--- config.mk ---
export PLATFORM = sky130hd
export DESIGN_NAME = sdps_round_unit
export DESIGN_NICKNAME = d
export VERILOG_FILES = /design/src/rtl/core/sdps_pkg.sv /design/src/rtl/core/sdps_round_unit.sv
export SDC_FILE = /design/constraint.sdc
export NUM_CORES = 1
export LEC_CHECK = 0
export ABC_AREA = 0
export BUFFER_PORTS_ARGS = -buffer_cell sky130_fd_sc_hd__buf_2
export CAP_MARGIN = 20
export CORE_AREA = 2 2 432 434
export DETAILED_ROUTE_END_ITERATION = 6
export DIE_AREA = 0 0 434 436
export PLACE_DENSITY_LB_ADDON = 0.12
export SYNTH_ARGS = -nofsm -noshare
export SYNTH_HDL_FRONTEND = slang
export SYNTH_SLANG_ARGS = --single-unit
--- constraint.sdc ---
create_clock -name vclk -period 12.95
set_input_delay 1.295 -clock vclk [all_inputs]
set_output_delay 1.295 -clock vclk [all_outputs]
set_load 0.01 [all_outputs]
--- src/rtl/core/sdps_pkg.sv ---
// shared constants, types and round functions for the differential pair screener
`default_nettype none
package sdps_pkg;

   localparam int ScreenRounds = 57;
   localparam int TrialRounds = 4;

   localparam logic [31:0] KernelReset = 32'h4000_0000;
   localparam logic [31:0] FillReset = 32'hffff_ffff;
   localparam logic [15:0] TrialReset = 16'd1000;
   localparam logic [31:0] SeedReset = 32'h0000_0001;

   localparam logic [1:0] CsrKernel = 2'd0;
   localparam logic [1:0] CsrFill = 2'd1;
   localparam logic [1:0] CsrTrials = 2'd2;
   localparam logic [1:0] CsrSeed = 2'd3;

   typedef logic [31:0] word_type;
   typedef word_type [7:0] vars_type;

   localparam vars_type InitHash = '{
      32'h5be0cd19, 32'h1f83d9ab, 32'h9b05688c, 32'h510e527f,
      32'ha54ff53a, 32'h3c6ef372, 32'hbb67ae85, 32'h6a09e667};

   function automatic word_type round_k(input logic [5:0] idx);
      word_type k [64];
      k = '{
         32'h428a2f98,32'h71374491,32'hb5c0fbcf,32'he9b5dba5,32'h3956c25b,32'h59f111f1,
         32'h923f82a4,32'hab1c5ed5,32'hd807aa98,32'h12835b01,32'h243185be,32'h550c7dc3,
         32'h72be5d74,32'h80deb1fe,32'h9bdc06a7,32'hc19bf174,32'he49b69c1,32'hefbe4786,
         32'h0fc19dc6,32'h240ca1cc,32'h2de92c6f,32'h4a7484aa,32'h5cb0a9dc,32'h76f988da,
         32'h983e5152,32'ha831c66d,32'hb00327c8,32'hbf597fc7,32'hc6e00bf3,32'hd5a79147,
         32'h06ca6351,32'h14292967,32'h27b70a85,32'h2e1b2138,32'h4d2c6dfc,32'h53380d13,
         32'h650a7354,32'h766a0abb,32'h81c2c92e,32'h92722c85,32'ha2bfe8a1,32'ha81a664b,
         32'hc24b8b70,32'hc76c51a3,32'hd192e819,32'hd6990624,32'hf40e3585,32'h106aa070,
         32'h19a4c116,32'h1e376c08,32'h2748774c,32'h34b0bcb5,32'h391c0cb3,32'h4ed8aa4a,
         32'h5b9cca4f,32'h682e6ff3,32'h748f82ee,32'h78a5636f,32'h84c87814,32'h8cc70208,
         32'h90befffa,32'ha4506ceb,32'hbef9a3f7,32'hc67178f2};
      return k[idx];
   endfunction

   function automatic word_type rotr(input word_type x, input int n);
      return (x >> n) | (x << (32 - n));
   endfunction

   function automatic word_type small0(input word_type x);
      return rotr(x, 7) ^ rotr(x, 18) ^ (x >> 3);
   endfunction

   function automatic word_type small1(input word_type x);
      return rotr(x, 17) ^ rotr(x, 19) ^ (x >> 10);
   endfunction

   function automatic vars_type one_round(input vars_type v, input word_type k,
                                          input word_type w);
      word_type t1;
      word_type t2;
      vars_type r;
      t1 = v[7] + (rotr(v[4], 6) ^ rotr(v[4], 11) ^ rotr(v[4], 25))
         + ((v[4] & v[5]) ^ (~v[4] & v[6])) + k + w;
      t2 = (rotr(v[0], 2) ^ rotr(v[0], 13) ^ rotr(v[0], 22))
         + ((v[0] & v[1]) ^ (v[0] & v[2]) ^ (v[1] & v[2]));
      r[7] = v[6];
      r[6] = v[5];
      r[5] = v[4];
      r[4] = v[3] + t1;
      r[3] = v[2];
      r[2] = v[1];
      r[1] = v[0];
      r[0] = t1 + t2;
      return r;
   endfunction

   function automatic logic [5:0] pop32(input word_type x);
      logic [5:0] n;
      n = '0;
      for (int i = 0; i < 32; i++) begin
         n = n + 6'(x[i]);
      end
      return n;
   endfunction

endpackage
`default_nettype wire

--- src/rtl/core/sdps_round_unit.sv ---
// shared combinational sha-256 round unit that advances both messages by one round
`default_nettype none
module sdps_round_unit (
   input  wire sdps_pkg::vars_type v1,
   input  wire sdps_pkg::vars_type v2,
   input  wire sdps_pkg::word_type k,
   input  wire sdps_pkg::word_type w1,
   input  wire sdps_pkg::word_type w2,
   output sdps_pkg::vars_type      r1,
   output sdps_pkg::vars_type      r2
);
   import sdps_pkg::*;

   assign r1 = one_round(v1, k, w1);
   assign r2 = one_round(v2, k, w2);

endmodule
`default_nettype wire

==> flow_summary.toml, run 1 <==
[route]
dr.first_iter.drc_count = 952
drt_wl_total_um = 154000
routedWlPerCell_um = 25.8
drtAntennaViolNets = 0
num_vias = 21214
via_per_inst = 3.55
drc = 0
drtPass1Iterations = 5

[run_status]
status = "finished, final reports clean"

[global_routing]
grt_use_met3_pct = 2.54
grt_start_max_net_pins = 9
antenna_found_initial = 92
overflow = 0
grt_util_met2_pct = 28.8
met1_usage_pct = 19.6
grt.total_usage_pct = 15.7
grt_pass1_vias = 22059
grt_pass1_wl_um = 201000
grt_busiest_layer = "met2"

[floorplanning]
die_w_um = 434
pin_count = 1120
core_um2 = 185000
die_area_um2 = 189000
start_util_pct = 12.0
rows = 158
die_y_um = 436

[sta]
period_needed_ns = 10.12
max_freq_ghz = 0.0988
post-route-period-util_pct = 78.2
setup_viol = 0
rsz0062_at_grt = "no"
slew_violations = 0
worstMarginPinSlew_ns = 0.769
setup_tns_ns = 0
slew_headroom_pct = 47.3
hold_viol = 0

[setup_path]
cp_slowest_stage_delay_ns = 0.54
cpMostUsedCell = "a21o_1"
crit_path_max_fanout = 6
critical_path_class = "in -> out"
critPathCaptureType = "output pin"
slowest_stage = "xnor2_1"
required_ns = 11.65
cp-startpoint = "v2[140]"
worstPathArrival_ns = 8.83
cp-start-kind = "input port"

[run]
cap_violations = 0

[layout]
nFlopsAndLatches = 0
nFillCells = 21551
final_core_util_pct = 15.2
nets = 4528
drive_above_1_share_pct = 33.5
syn_to_final_growth_pct = 26.1
multi_input_area_um2 = 17200
regArea_um2 = 0
nClkBuffers = 0

[synth]
synth_nets = 3813
yosys.area_share.adder_pct = 33.6
yosys_warnings = 0
synth_cell_types = 79
synthXorXnorAreaFrac_pct = 17.4
syn_area_um2 = 22200
synthMuxAreaShare_pct = 3.01
avgSynthCellArea_um2 = 8.02
yosys.area_share.simple_pct = 6.13
ys_seq_area_share_pct = 0
synth_top_family_by_area = "adder cells"
synthCells = 2769
synth_compound_area_share_pct = 17.0

[place]
io_buffer_count = 1120
post-dp-hpwl_um = 145000
place.gp.congestion = 0.876

[worst_hold_path]
hp-class = "in -> out"
hp-start = "v1[204]"

[clock_tree]
postCtsSetupBuffers = 0
hold_buffers = 0
cts.repair.resized = 0
==> cells in the final DEF (no fill, tap or decap), types with 89 or more instances in the layout <==
cell type and n:
xor2_1 132, a21o_1 144, inv_1 550, o21ai_0 107
xnor2_1 306, buf_2 1120, a21oi_1 139, ha_1 186
fa_1 250, nor2_1 89
==> Yosys cell counts, types with 3 or more instances <==
master     count  area [um2]
o31ai_1        6        45.0
or3_1          3        18.8
nand2b_1      25         156
nand2_1       59         221
nor2b_1       17         106
nor3_1        15        75.1
mux2i_1       41         410
nor2_1        89         334
clkbuf_1      27         101
o41ai_1        4        35.0
o2111ai_1      4        35.0
nand4_1       12        75.1
a221o_1        3        30.0
a31oi_1       13        81.3
xnor2_1      306        2680
maj3_1        14         140
a21boi_0       3        22.5
buf_4        384        2880
inv_1        550        2060
a211oi_1      14         105
o21bai_1      28         210
xor2_1       132        1160
and4_1         7        61.3
a21oi_1      139         696
fa_1         250        5000
ha_1         186        2330
a21o_1       144        1080
nand3_1       23         115
o21a_1        35         263
mux2_2        23         259
o211ai_1       6        45.0
and3_1         7        43.8
o21ai_0      107         536
nor4_1         3        18.8
a21oi_2        5        43.8
a211o_1        6        52.6
o31a_1         8        70.1
and2_1         6        37.5
o21ai_1       17        85.1
==> through the flow <==
stage          cell area (um2)  hold WS [ns]  worst slack (ns)  instances
6_report                 28000          2.79              2.83       5976
5_1_grt                  28000          2.79              2.32       5967
4_1_cts                  28000          2.79              2.79       5962
3_5_place_dp             28000          2.79              2.83       5962
3_3_place_gp             28000          2.79              2.84       5962
2_1_floorplan            22200          2.68              4.04       2769
==> kinds of logic after synthesis <==
kind of cell,count (synthesis)
muxes,64
adders and majority gates,450
xor gates and xnor gates,440
AOI/OAI and AO/OA,576
and+or+nand+nor,278
buffers and inverters,961
==> critical path: cells and delay by family <==
family	cells	cell delay (ns)
adders and majority gates	6	2.49
and+or+nand+nor	2	0.23
xor gates and xnor gates	4	1.14
buffers and inverters	6	0.66
AOI/OAI and AO/OA	13	3.00
==> final timing paths <==
check / endpoint / cells past startpoint
hold / removal: r1[236] / 2
setup / recovery: r2[28] / 31
==> final cells by class <==
class / instances / area share, %
Inverter: 550 / 7.37
Antenna cell: 14 / 0.125
Multi-Input combinational cell: 1808 / 61.3
Timing Repair Buffer: 1124 / 20.1
Tap cell: 2480 / 11.1
==> per-layer routing <==
layer  up-vias  routed length (um)
li1       9946                   -
met3       168                7830
met4        52                2300
met5         -                 327
met1     10350               65400
met2       698               78300
Power of run 1 is not shown: default switching activity piles up to over one toggle a cycle in this logic, so the estimate is an artifact.
==> run 2, diff against run 1 <==
--- a/config.mk
+++ b/config.mk
@@ -5,12 +5,12 @@
 export SDC_FILE = /design/constraint.sdc
 export NUM_CORES = 1
 export LEC_CHECK = 0
-export ABC_AREA = 0
+export ABC_AREA = 1
 export BUFFER_PORTS_ARGS = -buffer_cell sky130_fd_sc_hd__buf_2
 export CAP_MARGIN = 20
-export CORE_AREA = 2 2 432 434
+export CORE_AREA = 2 2 440 442
 export DETAILED_ROUTE_END_ITERATION = 6
-export DIE_AREA = 0 0 434 436
+export DIE_AREA = 0 0 442 444
 export PLACE_DENSITY_LB_ADDON = 0.12
 export SYNTH_ARGS = -nofsm -noshare
 export SYNTH_HDL_FRONTEND = slang
==> constraint.sdc (replaced) <==
create_clock -name vclk -period 9.9
set_input_delay 0.99 -clock vclk [all_inputs]
set_output_delay 0.99 -clock vclk [all_outputs]
set_load 0.01 [all_outputs]
==> flow_summary.toml, run 2 <==
[run_status]
status = "finished, final reports clean"

[setup_path]
critPathCaptureType = "output pin"
cp-startpoint = "v2[140]"
worstPathArrival_ns = 7.96
required_ns = 8.91
critical_path_class = "in -> out"
crit_path_max_fanout = 5
cp-start-kind = "input port"

[global_routing]
grt_start_max_net_pins = 8
grt.total_usage_pct = 19.7
grt_pass1_wl_um = 257000
grt_pass1_vias = 26358
antenna_found_initial = 104
overflow = 0

[worst_hold_path]
hp-class = "in -> out"
hp-start = "v1[192]"

[layout]
final_cell_mix = "buf_2 (1120), inv_1 (784), nand2_1 (578)"
final_common_cell = "buf_2"
nets = 5413
nClkBuffers = 0
nFillCells = 22454
multi_input_area_um2 = 19000
syn_to_final_growth_pct = 23.1
drive_above_1_share_pct = 27.9
nFlopsAndLatches = 0
regArea_um2 = 0

[sta]
worstMarginPinSlew_ns = 0.992
slew_headroom_pct = 33.4
post-route-period-util_pct = 90.4
hold_viol = 0
setup_viol = 0
setup_tns_ns = 0
slew_violations = 0
max_freq_ghz = 0.112
rsz0062_at_grt = "no"
period_needed_ns = 8.95

[synth]
synth_area_leader_cell = "fa_1"
syn_area_um2 = 25000
synth_area_leaders = "fa_1 (20%), inv_1 (12%), buf_4 (12%)"
yosys_warnings = 0
synth_nets = 4718
avgSynthCellArea_um2 = 6.80
ys_seq_area_share_pct = 0
synthCells = 3674
synth_top_cells_by_count = "inv_1 (784), nand2_1 (578), buf_4 (384)"
synth_cell_types = 51
synth_top_area_share_pct = 20.0
yosys.cell_count.top_type = "inv_1"

[route]
drtPass1Iterations = 5
drtAntennaViolNets = 0
routedWlPerCell_um = 29.2
num_vias = 26824
dr.first_iter.drc_count = 2040
drc = 0
via_per_inst = 3.88
drt_wl_total_um = 202000

[floorplanning]
die_w_um = 442
core_um2 = 192000
die_area_um2 = 196000
pin_count = 1120
die_y_um = 444
start_util_pct = 13.0
rows = 161

[run]
cap_violations = 0

[clock_tree]
postCtsSetupBuffers = 0
hold_buffers = 0
cts.repair.resized = 0

[place]
io_buffer_count = 1120
post-dp-hpwl_um = 190000
place.gp.congestion = 0.953
[run 2: final timing paths]
kind	to	slack (ns)	cells past startpoint
worst max-delay path	r2[22]	0.95	25
worst min-delay path	r1[224]	2.18	2
[run 2: kinds of logic (layout without fill, tap and decap cells)]
logic type	after synthesis	in the layout	share of synthesized area (%)
AOI/OAI and AO/OA	534	534	12.6
buffers and inverters	1223	1916	24.2
other	0	26	0
muxes	49	49	2.01
adders and majority gates	448	448	29.8
xor gates and xnor gates	396	396	13.9
and+or+nand+nor	1024	1024	17.4
[run 2: through the flow]
step	cells	utilization, %	worst slack [ns]	cell area, um2	hold WS [ns]
3_5_place_dp	6893	16.0	1.07	30700	2.18
4_1_cts	6893	16.0	1.01	30700	2.18
2_1_floorplan	3674	-	2.97	25000	2.07
5_1_grt	6900	16.0	0.633	30700	2.18
6_report	6919	16.1	0.946	30800	2.18
3_3_place_gp	6893	16.0	1.12	30700	2.18
[run 2: final cells by class]
| cell class | instances | share of cell area [%] |
|---|---|---|
| well taps | 2526 | 10.3 |
| multi-input cells | 2451 | 61.6 |
| repair buffers | 1121 | 18.2 |
| diodes | 26 | 0.211 |
| inverters | 795 | 9.70 |
[run 2: routing by layer]
layer  share of wire, %  GRT usage [%]  vias up
met1                 48           28.0    13087
li1                   -              -    12358
met5               0.20              0        -
met2                 43           29.7     1116
met4                2.7           4.35       60
met3                6.6           4.77      203
[run 2: critical path, cell delays in order]
cell,delay (ns)
buf_2,0.38
xnor2_1,0.18
xor2_1,0.42
fa_1,0.50
fa_1,0.44
inv_1,0.07
ha_1,0.17
inv_1,0.08
fa_1,0.45
nand3b_1,0.17
nand2_1,0.21
nand2_1,0.10
nand2_2,0.09
nand2_1,0.09
nand3_2,0.12
a21oi_1,0.13
xnor2_1,0.55
fa_1,0.52
ha_1,0.40
nand2_1,0.14
nor4_1,0.74
o21ai_0,0.38
nand4_1,0.18
xor2_1,0.21
buf_2,0.20
